`config.mk`:
```
export PLATFORM = sky130hd
export DESIGN_NAME = lru_page_replacement_unit_flat
export DESIGN_NICKNAME = d
export VERILOG_FILES = /design/src/hdl/lru_pkg.sv /design/src/hdl/lru_ifs.sv /design/src/hdl/lru_cell.sv /design/src/hdl/lru_sat_ctr.sv /design/src/hdl/lru_page_replacement_unit.sv /design/src/flat_wrapper.sv
export SDC_FILE = /design/constraint.sdc
export NUM_CORES = 1
export LEC_CHECK = 0
export BUFFER_PORTS_ARGS = -buffer_cell sky130_fd_sc_hd__buf_2
export CORE_AREA = 5 5 204 206
export CTS_BUF_LIST = sky130_fd_sc_hd__clkbuf_2
export DETAILED_ROUTE_END_ITERATION = 6
export DIE_AREA = 0 0 209 211
export HOLD_SLACK_MARGIN = 0.03
export PLACE_DENSITY = 0.68
export REMOVE_ABC_BUFFERS = 1
export SYNTH_ARGS = -nofsm -noshare
export SYNTH_HDL_FRONTEND = slang
export SYNTH_HIERARCHICAL = 1
export SYNTH_SLANG_ARGS = --single-unit
```
`constraint.sdc`:
```
create_clock -name clk -period 5.75 [get_ports clk]
set_input_delay 0.8625 -clock clk [delete_from_list [all_inputs] [get_ports clk]]
set_output_delay 0.8625 -clock clk [all_outputs]
set_load 0.005 [all_outputs]
```
`src/hdl/lru_pkg.sv`:
```
`timescale 1ns / 1ps
// Shared types and constants for the LRU page replacement unit.
// No dependencies; compiled first.
package lru_pkg;

  // Width of the request and miss counters
  localparam int unsigned CNT_BITS = 32;

  // Frame count register
  localparam int unsigned NUM_FRAMES_BITS = 5;
  localparam logic [NUM_FRAMES_BITS-1:0] NUM_FRAMES_RESET = 5'd16;

  // Per-cell control, driven by the top level every cycle
  typedef struct packed {
    logic en;     // a request word is being taken this cycle
    logic take;   // load the neighbour's entry (cell 0: the request page)
    logic valid;  // valid mark after this request
  } lru_cell_ctl_t;

endpackage

```
`src/hdl/lru_ifs.sv`:
```
`timescale 1ns / 1ps
// Valid/ready channel interfaces: request, response and frame-count config.
// Depends on lru_pkg for the counter and frame-count widths.

// Request channel: one page number per word
interface lru_req_if #(
  parameter int unsigned PAGE_BITS = 16
);
  logic                 valid;
  logic                 ready;
  logic [PAGE_BITS-1:0] page_number;

  modport source (output valid, output page_number, input ready);
  modport sink   (input valid, input page_number, output ready);
endinterface

// Response channel: one result word per request
interface lru_rsp_if #(
  parameter int unsigned PAGE_BITS = 16,
  parameter int unsigned OCC_BITS  = 5
);
  logic                          valid;
  logic                          ready;
  logic                          hit;
  logic                          evict_valid;
  logic [PAGE_BITS-1:0]          evicted_page;
  logic [OCC_BITS-1:0]           occupancy;
  logic [lru_pkg::CNT_BITS-1:0]  request_count;
  logic [lru_pkg::CNT_BITS-1:0]  miss_count;
  logic [lru_pkg::CNT_BITS-1:0]  hit_count;

  modport source (output valid, output hit, output evict_valid, output evicted_page,
                  output occupancy, output request_count, output miss_count,
                  output hit_count, input ready);
  modport sink   (input valid, input hit, input evict_valid, input evicted_page,
                  input occupancy, input request_count, input miss_count,
                  input hit_count, output ready);
endinterface

// Configuration channel: frame count write
interface lru_cfg_if;
  logic                                valid;
  logic                                ready;
  logic [lru_pkg::NUM_FRAMES_BITS-1:0] data;

  modport source (output valid, output data, input ready);
  modport sink   (input valid, input data, output ready);
endinterface

```
`src/hdl/lru_cell.sv`:
```
`timescale 1ns / 1ps
// One slot of the recency stack: page entry, valid mark and tag compare.
// Depends on lru_pkg for the control struct.
module lru_cell #(
  parameter int unsigned PAGE_BITS = 16
) (
  input  logic                   clk,
  input  logic                   rst,
  input  lru_pkg::lru_cell_ctl_t ctl,
  input  logic [PAGE_BITS-1:0]   req_page,
  input  logic [PAGE_BITS-1:0]   prev_data,
  output logic [PAGE_BITS-1:0]   data,
  output logic                   valid,
  output logic                   match
);
  import lru_pkg::*;

  // Entry payload, no reset: only read behind the valid mark
  always_ff @(posedge clk) begin
    if (ctl.en && ctl.take) begin
      data <= prev_data;
    end
  end

  // Valid mark
  always_ff @(posedge clk) begin
    if (rst) begin
      valid <= 1'b0;
    end else if (ctl.en) begin
      valid <= ctl.valid;
    end
  end

  // Local tag compare
  assign match = valid && (data == req_page);

endmodule

```
`src/hdl/lru_sat_ctr.sv`:
```
`timescale 1ns / 1ps
// Saturating event counter.
// Depends on lru_pkg for the counter width.
module lru_sat_ctr (
  input  logic                         clk,
  input  logic                         rst,
  input  logic                         inc,
  output logic [lru_pkg::CNT_BITS-1:0] count
);
  import lru_pkg::*;

  // Count up, hold at all ones
  always_ff @(posedge clk) begin
    if (rst) begin
      count <= '0;
    end else if (inc && (count != {CNT_BITS{1'b1}})) begin
      count <= count + 1'b1;
    end
  end

endmodule

```
`src/hdl/lru_page_replacement_unit.sv`:
```
`timescale 1ns / 1ps
// LRU page replacement unit, fully associative. The recency stack is a row of
// FRAME_DEPTH cells, most recent page in cell 0. A request word is compared
// against every valid cell at once and the stack shifts by one cell in the same
// cycle; this combinational tag compare and one-step shift let the unit take one
// request per clock unless the output register is full and not being read out.
// Results are registered in the cycle after acceptance, and the next request is
// taken while a result is read out. The frame count register (1 to FRAME_DEPTH,
// 0 acts as 1, larger values act as FRAME_DEPTH) must be written only while idle;
// the block does not enforce it; after reset the stack is empty, no clearing pass.
// Depends on lru_pkg, lru_ifs, lru_cell and lru_sat_ctr.
module lru_page_replacement_unit #(
  parameter int unsigned FRAME_DEPTH = 16,
  parameter int unsigned PAGE_BITS   = 16
) (
  input  logic      clk,
  input  logic      rst,
  lru_cfg_if.sink   cfg,
  lru_req_if.sink   req,
  lru_rsp_if.source rsp
);
  import lru_pkg::*;

  localparam int unsigned CW = $clog2(FRAME_DEPTH + 1);
  localparam int unsigned LW = (CW > NUM_FRAMES_BITS) ? CW : NUM_FRAMES_BITS;

  logic [NUM_FRAMES_BITS-1:0] num_frames;
  logic [CW-1:0]              count;
  logic [CW-1:0]              count_next;
  logic                       out_valid;
  logic                       out_hit;
  logic                       out_evict;
  logic [PAGE_BITS-1:0]       out_evicted;

  logic                       accept;
  logic [FRAME_DEPTH-1:0]     match;
  logic [FRAME_DEPTH-1:0]     upper_hit;
  logic [FRAME_DEPTH:0]       valid_ext;
  logic [FRAME_DEPTH-1:0]     last_valid;
  logic [PAGE_BITS-1:0]       cell_data [FRAME_DEPTH];
  logic [PAGE_BITS-1:0]       evicted_sel;
  lru_cell_ctl_t              cell_ctl [FRAME_DEPTH];
  logic                       hit;
  logic                       evict;
  logic [LW-1:0]              limit;
  logic [LW-1:0]              nf_w;
  logic [CNT_BITS-1:0]        req_cnt;
  logic [CNT_BITS-1:0]        miss_cnt;

  // Handshakes: output register frees up when its word is taken
  assign accept    = req.valid && req.ready;
  assign req.ready = !out_valid || rsp.ready;
  assign cfg.ready = 1'b1;

  // Frame count register
  always_ff @(posedge clk) begin
    if (rst) begin
      num_frames <= NUM_FRAMES_RESET;
    end else if (cfg.valid && cfg.ready) begin
      num_frames <= cfg.data;
    end
  end

  // Effective frame limit
  always_comb begin
    nf_w = LW'(num_frames);
    if (nf_w == '0) begin
      limit = LW'(1);
    end else if (nf_w > LW'(FRAME_DEPTH)) begin
      limit = LW'(FRAME_DEPTH);
    end else begin
      limit = nf_w;
    end
  end

  // Cell row
  assign valid_ext[FRAME_DEPTH] = 1'b0;
  for (genvar i = 0; i < FRAME_DEPTH; i++) begin : g_cell
    lru_cell #(
      .PAGE_BITS (PAGE_BITS)
    ) u_cell (
      .clk       (clk),
      .rst       (rst),
      .ctl       (cell_ctl[i]),
      .req_page  (req.page_number),
      .prev_data ((i == 0) ? req.page_number : cell_data[(i == 0) ? 0 : i - 1]),
      .data      (cell_data[i]),
      .valid     (valid_ext[i]),
      .match     (match[i])
    );

    // Any match in a more recent cell
    if (i == 0) begin : g_top
      assign upper_hit[i] = 1'b0;
    end else begin : g_rest
      assign upper_hit[i] = |match[i-1:0];
    end

    // Least recent valid cell (valid marks form a thermometer)
    assign last_valid[i] = valid_ext[i] && !valid_ext[i+1];
  end

  // Hit, eviction and new occupancy
  assign hit   = |match;
  assign evict = !hit && (LW'(count) >= limit) && (count != '0);

  always_comb begin
    if (hit || evict) begin
      count_next = count;
    end else begin
      count_next = count + 1'b1;
    end
  end

  // Evicted page: one-hot select of the least recent cell
  always_comb begin
    evicted_sel = '0;
    for (int i = 0; i < FRAME_DEPTH; i++) begin
      evicted_sel = evicted_sel | (cell_data[i] & {PAGE_BITS{last_valid[i]}});
    end
  end

  // Cell control: hit shifts cells up to the hit slot, miss shifts the whole
  // resident part (one slot longer unless a page is dropped)
  always_comb begin
    for (int i = 0; i < FRAME_DEPTH; i++) begin
      cell_ctl[i].en = accept;
      if (hit) begin
        cell_ctl[i].valid = valid_ext[i];
        cell_ctl[i].take  = !upper_hit[i];
      end else if (evict) begin
        cell_ctl[i].valid = valid_ext[i];
        cell_ctl[i].take  = valid_ext[i];
      end else begin
        cell_ctl[i].valid = (i == 0) ? 1'b1 : valid_ext[(i == 0) ? 0 : i - 1];
        cell_ctl[i].take  = cell_ctl[i].valid;
      end
    end
  end

  // Occupancy
  always_ff @(posedge clk) begin
    if (rst) begin
      count <= '0;
    end else if (accept) begin
      count <= count_next;
    end
  end

  // Request and miss counters
  lru_sat_ctr u_req_ctr (
    .clk   (clk),
    .rst   (rst),
    .inc   (accept),
    .count (req_cnt)
  );

  lru_sat_ctr u_miss_ctr (
    .clk   (clk),
    .rst   (rst),
    .inc   (accept && !hit),
    .count (miss_cnt)
  );

  // Output register valid
  always_ff @(posedge clk) begin
    if (rst) begin
      out_valid <= 1'b0;
    end else if (accept) begin
      out_valid <= 1'b1;
    end else if (rsp.ready) begin
      out_valid <= 1'b0;
    end
  end

  // Output register payload
  always_ff @(posedge clk) begin
    if (accept) begin
      out_hit     <= hit;
      out_evict   <= evict;
      out_evicted <= evict ? evicted_sel : '0;
    end
  end

  // Result word; counters and occupancy only move when the word is replaced
  assign rsp.valid         = out_valid;
  assign rsp.hit           = out_hit;
  assign rsp.evict_valid   = out_evict;
  assign rsp.evicted_page  = out_evicted;
  assign rsp.occupancy     = count;
  assign rsp.request_count = req_cnt;
  assign rsp.miss_count    = miss_cnt;
  assign rsp.hit_count     = req_cnt - miss_cnt;

endmodule
```
`src/flat_wrapper.sv`:
```
// flat-port wrapper written by rule: the top's interface ports become plain ports
module lru_page_replacement_unit_flat import lru_pkg::*;
#(
  parameter int unsigned FRAME_DEPTH = 16,
  parameter int unsigned PAGE_BITS   = 16
)
  (clk, rst, cfg_valid, cfg_data, cfg_ready, req_valid, req_page_number, req_ready, rsp_valid, rsp_hit, rsp_evict_valid, rsp_evicted_page, rsp_occupancy, rsp_request_count, rsp_miss_count, rsp_hit_count, rsp_ready);
  lru_cfg_if cfg_i ();
  lru_req_if #(.PAGE_BITS(PAGE_BITS)) req_i ();
  lru_rsp_if #(.PAGE_BITS(PAGE_BITS)) rsp_i ();
  input  logic clk;
  input  logic rst;
  input wire logic [$bits(cfg_i.valid)-1:0] cfg_valid;
  input wire logic [$bits(cfg_i.data)-1:0] cfg_data;
  output wire logic [$bits(cfg_i.ready)-1:0] cfg_ready;
  input wire logic [$bits(req_i.valid)-1:0] req_valid;
  input wire logic [$bits(req_i.page_number)-1:0] req_page_number;
  output wire logic [$bits(req_i.ready)-1:0] req_ready;
  output wire logic [$bits(rsp_i.valid)-1:0] rsp_valid;
  output wire logic [$bits(rsp_i.hit)-1:0] rsp_hit;
  output wire logic [$bits(rsp_i.evict_valid)-1:0] rsp_evict_valid;
  output wire logic [$bits(rsp_i.evicted_page)-1:0] rsp_evicted_page;
  output wire logic [$bits(rsp_i.occupancy)-1:0] rsp_occupancy;
  output wire logic [$bits(rsp_i.request_count)-1:0] rsp_request_count;
  output wire logic [$bits(rsp_i.miss_count)-1:0] rsp_miss_count;
  output wire logic [$bits(rsp_i.hit_count)-1:0] rsp_hit_count;
  input wire logic [$bits(rsp_i.ready)-1:0] rsp_ready;
  assign cfg_i.valid = cfg_valid;
  assign cfg_i.data = cfg_data;
  assign cfg_ready = cfg_i.ready;
  assign req_i.valid = req_valid;
  assign req_i.page_number = req_page_number;
  assign req_ready = req_i.ready;
  assign rsp_valid = rsp_i.valid;
  assign rsp_hit = rsp_i.hit;
  assign rsp_evict_valid = rsp_i.evict_valid;
  assign rsp_evicted_page = rsp_i.evicted_page;
  assign rsp_occupancy = rsp_i.occupancy;
  assign rsp_request_count = rsp_i.request_count;
  assign rsp_miss_count = rsp_i.miss_count;
  assign rsp_hit_count = rsp_i.hit_count;
  assign rsp_i.ready = rsp_ready;
  lru_page_replacement_unit #(.FRAME_DEPTH(FRAME_DEPTH), .PAGE_BITS(PAGE_BITS)) u_core (.clk(clk), .rst(rst), .cfg(cfg_i), .req(req_i), .rsp(rsp_i));
endmodule
```
Word level (Yosys, flattened, before mapping):

Index checks and enable logic that the tools add are counted.

* memories: 0
* memory bits (writable): 0
* input bits: 26
* flip-flop bits (word level): 365
* bits in latches: 0
* memory bits (read-only): 0

* multiply operators: 0
* add/subtract/negate cells: 4
* bitwise operators: 34
* reduce and logical (&&, ||, !) cells: 107
* mux-type cells: 36
* $lt $le $gt $ge: 2
* divide/modulo/power cells: 0
* shift operators: 0
* equal/unequal tests: 18

Operator list (count)
* 16-bit bitwise AND: 16
* 16-bit == test: 16
* 16-bit OR: 15
* 32-bit by 1-bit adder with 32-bit output, second input constant: 2
* 2-bit two-way mux: 32
* 32-bit != test, second input constant: 2
* 1-bit logical AND: 53
* 1-bit logical NOT: 32
* 32-bit subtractor: 1
* 16-bit OR reduction: 1
* 15-bit OR reduction: 1
* 14-bit OR reduction: 1
* 13-bit OR reduction: 1
* 12-bit OR reduction: 1
* 11-bit OR reduction: 1
* 5-bit two-way mux: 2
* 10-bit OR reduction: 1
* 9-bit OR reduction: 1
* 8-bit OR reduction: 1
* 7-bit OR reduction: 1
* 6-bit OR reduction: 1
* 5-bit by 1-bit adder with 5-bit output, second input constant: 1
* 5-bit greater-or-equal comparator: 1
* 5-bit > comparator, second input constant: 1
* 12 further kinds: 16

Depth between registers and ports, before layout:

* word-level depth: 18
* depth in mapped cells: 17
* depth with buffers taken out: 16

Cells and area by module:

The synthesis kept the hierarchy.

By module, submodules not included
* lru_cell: area an instance 701.9 sq um, times used 16, cells an instance 42, seq. area each 500.5 sq um
* lru_page_replacement_unit: area an instance 4883.4 sq um, times used 1, cells an instance 635, seq. area each 760.7 sq um
* lru_sat_ctr: area an instance 1674.1 sq um, times used 2, cells an instance 199, seq. area each 640.6 sq um

Worst setup path before layout:

No wires, ideal clock.

* path type: in2reg
* start: in req_page_number[14]
* end: reg u_core/u_miss_ctr/count[31] in the netlist's numbering
* cell stages on the path: 17
* setup time: 0.121 ns
* path buffers: 1
* arrival: 4.752 ns
* slack: 0.877 ns
* cells stage by stage: xor2_1 > nor4_1 > nand4_1 > nor4_2 > or3_1 > or3_4 > or4_4 > nand2b_4 > nor3_4 > inv_1 > clkbuf_1 > nor2_1 > nand4_1 > nor4_2 > nand4_1 > nor4_1 > mux2_2

* word-level cells in the longest chain between the ends: 6

RTL lines
* start, declared: RTL line flat_wrapper.sv:17 `input wire logic [$bits(req_i.page_number)-1:0] req_page_number;`
* 16-bit == test: RTL line lru_cell.sv:35 `assign match = valid && (data == req_page);`
* 1-bit logical AND: RTL line lru_cell.sv:35
* named net u_core.match[1]: RTL line lru_page_replacement_unit.sv:36 `logic [FRAME_DEPTH-1:0] match;`
* 16-bit OR reduction: RTL line lru_page_replacement_unit.sv:104 `assign hit = |match;`
* named net u_core.hit: RTL line lru_page_replacement_unit.sv:43 `logic hit;`
* 1-bit logical NOT: RTL line lru_page_replacement_unit.sv:161 `.inc (accept && !hit),`
* 1-bit logical AND: RTL line lru_page_replacement_unit.sv:161
* 1-bit logical AND: RTL line lru_sat_ctr.sv:16 `end else if (inc && (count != {CNT_BITS{1'b1}})) begin`
* end signal, assigned: RTL line lru_sat_ctr.sv:17 `count <= count + 1'b1;`
* end, declared: RTL line lru_sat_ctr.sv:8 `output logic [lru_pkg::CNT_BITS-1:0] count`

The timed path passes the listed nets, and every way through them passes these cells.
A chain may end at the register's enable or synchronous reset.

Worst setup path in the final report:

* start: in req_page_number[6]
* end: reg u_core/u_miss_ctr/count[31] in the netlist's numbering

* word-level cells in the longest chain between the ends: 6

RTL lines (RTL line)
* 16-bit == test: lru_cell.sv:35
* 1-bit logical AND: lru_cell.sv:35
* named net u_core.match[2]: lru_page_replacement_unit.sv:36
* 16-bit OR reduction: lru_page_replacement_unit.sv:104
* 1-bit logical NOT: lru_page_replacement_unit.sv:161
* 1-bit logical AND: lru_page_replacement_unit.sv:161
* 1-bit logical AND: lru_sat_ctr.sv:16

The timed path passes the listed nets, and every way through them passes these cells.

==> impl_summary.log <==
[metrics] result of the run: completed
[metrics] Core Area: 0.03946 mm²
[metrics] Post-Synthesis Mean Instance Area: 11.41 µm²
[metrics] Worst Reg-to-Reg Cells: 17
[metrics] CP max-delay cell: sky130_fd_sc_hd__dlygate4sd3_1
[metrics] Initial Util: 49.32%
[metrics] sequential area share after synthesis: 51.64%
[metrics] top area cells in the synthesized netlist: sky130_fd_sc_hd__edfxtp_1 42%, sky130_fd_sc_hd__xnor2_1 10%, sky130_fd_sc_hd__dfxtp_1 9.4%, sky130_fd_sc_hd__xor2_1 3.3%, sky130_fd_sc_hd__ha_1 2.6%
[metrics] GRT Total Usage: 26.44%
[metrics] I/O pin count: 148
[metrics] total stage count of the critical path: 19
[metrics] launch instance of the worst register-to-register path: u_core/g_cell[1].u_cell/data[9]
[metrics] TritonCTS clock tree: yes
[metrics] minimum setup slack in the final design: 0.8348 ns
[metrics] height of the die: 211 µm
[metrics] Post-synth EDFFs: 274
[metrics] final worst path period need: 4.915 ns
[metrics] post-synthesis cell area: 0.01946 mm²
[metrics] startpoint type of the worst setup path: primary input
[metrics] number of CTS-inserted buffers: 93
[metrics] post-synthesis cell count: 1705
[metrics] via count of the first global-routing pass: 15210
[metrics] fraction of power spent switching nets: 26.54%
[metrics] reg-to-reg endpoint: u_core/u_miss_ctr/count[31]
[metrics] relative max-transition margin: 16.33%
[metrics] number of storage elements in the synthesis netlist: 365
[metrics] proportion of power drawn by combinational gates: 9.9%
[metrics] clock power share: 34.5%
[metrics] global-route wire length before repair: 90.65 mm
[metrics] Detailed Routing Iterations Pass 1: 5
[metrics] worst-skew pair later-pin latency: 1.03 ns
[metrics] sequential cell fraction of total power: 55.6%
[metrics] internal portion of total power: 3.804 mW
[metrics] vias after detailed routing: 15680
[metrics] setup skew after layout: 0.07815 ns
[metrics] routed wire length: 60.64 mm
[metrics] die span in x: 209 µm
[metrics] clock sinks: 365
[metrics] number of max-capacitance violations reported: 0
[metrics] final clock period utilization by the worst path: 85.48%
[metrics] Clock Pin Slew Worst Setup and Hold Paths: 0.10 ns
[metrics] length of routed met3 wiring: 5.976 mm
[metrics] Final nets: 1993
[metrics] post-detail-place hpwl: 42.76 mm
[metrics] final setup violating endpoints: 0
[metrics] residual antenna-violating net count after detailed routing: 0
[metrics] Port Buf Inserts: 146
[metrics] critical path capture point type: flip-flop
[metrics] met1 routed wirelength after detailed routing: 24.64 mm
[metrics] count of cell types in the netlist: 65
[metrics] Synth top area share: 42.28%
[metrics] highest signal layer in the routed design: met4
[metrics] kind of path behind the tightest hold check: in2reg
[metrics] clock buffer depth: 3
[metrics] final-report max-slew violation count: 0
[metrics] number of violations reported at the end of detailed-routing iteration 0: 2013
[metrics] worst hold path depth: 3
[metrics] CP Data Arrival Time: 5.78 ns
[metrics] H-tree levels: 3
[metrics] Post-Place Setup Slack: 0.4052 ns
[metrics] Area growth syn-to-layout: 12.03%
[metrics] kind of cell adding the most delay to the critical path: simple AND/OR/NAND/NOR gates
[metrics] floorplan die area: 0.04410 mm²
[metrics] routability congestion estimate from global placement: 0.9498
[metrics] Primary FF master, synth: sky130_fd_sc_hd__edfxtp_1
[metrics] Root Driver: sky130_fd_sc_hd__clkbuf_2
[metrics] Worst IR Drop VDD: 0.1697 mV
[metrics] Max FO, Critical Path: 14
[metrics] fraction of layout cells with a size suffix above 1: 19.55%
[metrics] number of synthesis warnings: 6
[metrics] row cnt: 73
[metrics] worst min-delay path endpoint: u_core/nf_w[4]
[metrics] final setup TNS: 0 ns
[metrics] Largest stage delay, worst path: 0.56 ns
[metrics] category of the critical setup timing path: in2reg
[metrics] drt drc: 0
[metrics] count of final hold-check violations: 0
[metrics] Critical Path, Cell by Cell: dlygate4sd3_1 -> buf_2 -> buf_4 -> xnor2_1 -> nand4_1 -> nor4_2 -> or3_1 -> or3_4 -> or4_4 -> nand2b_4 -> nor3_4 -> inv_1 -> nor2_1 -> nand4_1 -> buf_4 -> nor4_2 -> nand4_1 -> nor4_1 -> mux2_2
[metrics] buffers inserted during post-CTS setup optimization: 0
[metrics] slack of the worst reg-to-reg path: 0.93 ns
[metrics] fmax: 203.4 MHz
[metrics] hold slack: 0.1204 ns
[metrics] fraction of synthesis flops using an asynchronous set or reset pin: 0%
[metrics] static leakage: 7.584 nW
[metrics] Tightest Pin Transition: 1.245 ns
[metrics] switching power: 1.374 mW
[metrics] average detailed-routed wire length per instance: 24.18 µm
[metrics] antenna violations before repair: 2
[metrics] crit-path most repeated cell: sky130_fd_sc_hd__nand4_1
[metrics] maximum number of pins on one net before global-route repair: 98
[metrics] start point of the worst hold path: cfg_data[4]
[metrics] Met2 Wirelength: 28.07 mm
[metrics] library cell occupying the most area in the post-synthesis netlist: sky130_fd_sc_hd__edfxtp_1
[metrics] Buf+Inv Stages, Crit Path: 5
[metrics] unrepaired setup endpoints after global routing: false
[metrics] power density over cell area: 237.5 mW/mm²
[metrics] data required time of the worst path: 6.61 ns
[metrics] routed via count divided by cell count: 6.254
[metrics] overflow left after global routing: 0
-- placed cells by master, fill, tap and decap left out, types with 8 or more instances in the layout --
| master | synthesis | layout |
|---|---|---|
| sky130_fd_sc_hd__a21o_1 | 15 | 15 |
| sky130_fd_sc_hd__a21oi_1 | 81 | 81 |
| sky130_fd_sc_hd__a221oi_1 | 48 | 48 |
| sky130_fd_sc_hd__a22o_1 | 48 | 48 |
| sky130_fd_sc_hd__a22oi_1 | 32 | 32 |
| sky130_fd_sc_hd__a31oi_1 | 28 | 28 |
| sky130_fd_sc_hd__and2_1 | 19 | 19 |
| sky130_fd_sc_hd__and3_1 | 24 | 24 |
| sky130_fd_sc_hd__and4_1 | 8 | 8 |
| sky130_fd_sc_hd__buf_2 | 7 | 145 |
| sky130_fd_sc_hd__buf_4 | 1 | 47 |
| sky130_fd_sc_hd__clkbuf_2 | 0 | 131 |
| sky130_fd_sc_hd__clkinv_1 | 0 | 10 |
| sky130_fd_sc_hd__dfxtp_1 | 91 | 91 |
| sky130_fd_sc_hd__edfxtp_1 | 274 | 274 |
| sky130_fd_sc_hd__ha_1 | 40 | 40 |
| sky130_fd_sc_hd__inv_1 | 54 | 53 |
| sky130_fd_sc_hd__mux2_2 | 16 | 16 |
| sky130_fd_sc_hd__mux2i_1 | 30 | 30 |
| sky130_fd_sc_hd__nand2_1 | 72 | 72 |
| sky130_fd_sc_hd__nand2b_1 | 9 | 9 |
| sky130_fd_sc_hd__nand3_1 | 36 | 36 |
| sky130_fd_sc_hd__nand4_1 | 75 | 75 |
| sky130_fd_sc_hd__nor2_1 | 71 | 71 |
| sky130_fd_sc_hd__nor2b_1 | 22 | 22 |
| sky130_fd_sc_hd__nor3_1 | 16 | 16 |
| sky130_fd_sc_hd__nor4_1 | 27 | 25 |
| sky130_fd_sc_hd__nor4_2 | 18 | 20 |
| sky130_fd_sc_hd__o21ai_0 | 35 | 35 |
| sky130_fd_sc_hd__o31ai_1 | 25 | 25 |
| sky130_fd_sc_hd__or3_1 | 29 | 29 |
| sky130_fd_sc_hd__or4_1 | 24 | 24 |
| sky130_fd_sc_hd__xnor2_1 | 224 | 224 |
| sky130_fd_sc_hd__xor2_1 | 74 | 74 |
-- worst max path at each step --
stage | from | to | slack, ns
finish | req_page_number[6] | u_core/u_miss_ctr/count[31] | 0.83
global route | u_core/u_miss_ctr/count[2] | rsp_hit_count[30] | 0.59
CTS | u_core/u_miss_ctr/count[2] | rsp_hit_count[30] | 0.83
detailed placement | req_page_number[2] | u_core/u_miss_ctr/count[31] | 0.41
global placement | req_page_number[2] | u_core/u_miss_ctr/count[31] | 0.53
floorplan | req_page_number[14] | u_core/u_miss_ctr/count[31] | 0.74
-- logic make-up (layout without fill, tap and decap cells) --
family	Yosys count	in the layout	synth area share, %
multiplexers	48	48	2.584
AO/OA/AOI/OAI	356	356	13.01
adder cells (fa/ha/maj)	41	41	2.674
buffers and inverters	124	399	2.456
flip-flops	365	365	51.64
XOR/XNOR	298	298	13.41
AND/OR/NAND/NOR	472	472	14.21
other	1	4	0.01927
-- tightest hold or removal path, cell delays in order --
cell and delay [ns]:
sky130_fd_sc_hd__buf_2 0.07, sky130_fd_sc_hd__nand2_1 0.04, sky130_fd_sc_hd__o211ai_1 0.07
-- power by group through the flow --
stage                     Sequential, mW  Combinational [mW]  Clock (mW)
after floorplan                     2.92               0.289           0
after global placement              2.94               0.495           0
after detailed placement            2.94               0.504           0
after CTS                           2.88               0.508        1.84
after global routing                2.88               0.553        1.99
final                               2.88               0.511        1.79
-- flip-flops by register name, summed over array words and instances, names as in the netlist --
| name | count |
|---|---|
| u_core/u_miss_ctr/count | 32 |
| u_core/nf_w | 5 |
| u_core/rsp.valid | 1 |
| u_core/rsp.evicted_page | 16 |
| u_core/rsp.hit | 1 |
| u_core/rsp.evict_valid | 1 |
| u_core/g_cell.u_cell/valid | 16 |
| u_core/rsp.occupancy | 5 |
| u_core/u_req_ctr/count | 32 |
| u_core/g_cell.u_cell/data | 256 |
-- metrics by stage --
stage / instances / util (%) / instance area, µm² / total power [mW]
2_1_floorplan: 1635 / - / 19190 / 3.213
3_3_place_gp: 2352 / 53.06 / 20940 / 3.431
3_5_place_dp: 2352 / 53.06 / 20940 / 3.441
4_1_cts: 2505 / 55.24 / 21800 / 5.229
5_1_grt: 2508 / 55.26 / 21800 / 5.429
6_report: 2508 / 55.26 / 21800 / 5.178
-- routing by layer --
metal	global-route usage, %	vias up
li1	-	6994
met1	35.17	7657
met5	0	-
met2	42.32	877
met4	9.271	0
met3	6.936	156
-- synth_stat cells (25+ instances only) --
library cell and count:
sky130_fd_sc_hd__xnor2_1 224, sky130_fd_sc_hd__edfxtp_1 274, sky130_fd_sc_hd__nand2_1 72, sky130_fd_sc_hd__nor2_1 71, sky130_fd_sc_hd__ha_1 40, sky130_fd_sc_hd__mux2i_1 30, sky130_fd_sc_hd__o21ai_0 35, sky130_fd_sc_hd__o31ai_1 25
sky130_fd_sc_hd__inv_1 54, sky130_fd_sc_hd__a22o_1 48, sky130_fd_sc_hd__nor4_1 27, sky130_fd_sc_hd__dfxtp_1 91, sky130_fd_sc_hd__nand4_1 75, sky130_fd_sc_hd__nand3_1 36, sky130_fd_sc_hd__a221oi_1 48, sky130_fd_sc_hd__a21oi_1 81
sky130_fd_sc_hd__clkbuf_1 61, sky130_fd_sc_hd__or3_1 29, sky130_fd_sc_hd__a22oi_1 32, sky130_fd_sc_hd__xor2_1 74, sky130_fd_sc_hd__a31oi_1 28
-- repair_timing --
action | in CTS | in global routing
gates resized for setup | 0 | 0
hold buffers | 4 | 0
endpoints found under the hold margin | 4 | 0
setup endpoints to repair | 0 | 0
-- cell type report --
class	count	area [µm²]
Antenna cell	3	7.507
Clock buffer	131	655.6
Clock inverter	18	166.4
Fill cell	3464	17650
Inverter	54	202.7
Multi-Input combinational cell	1216	8947
Sequential cell	365	10050
Tap cell	525	656.9
Timing Repair Buffer	196	1119
Note: power is estimated with default switching activity, not from simulation.
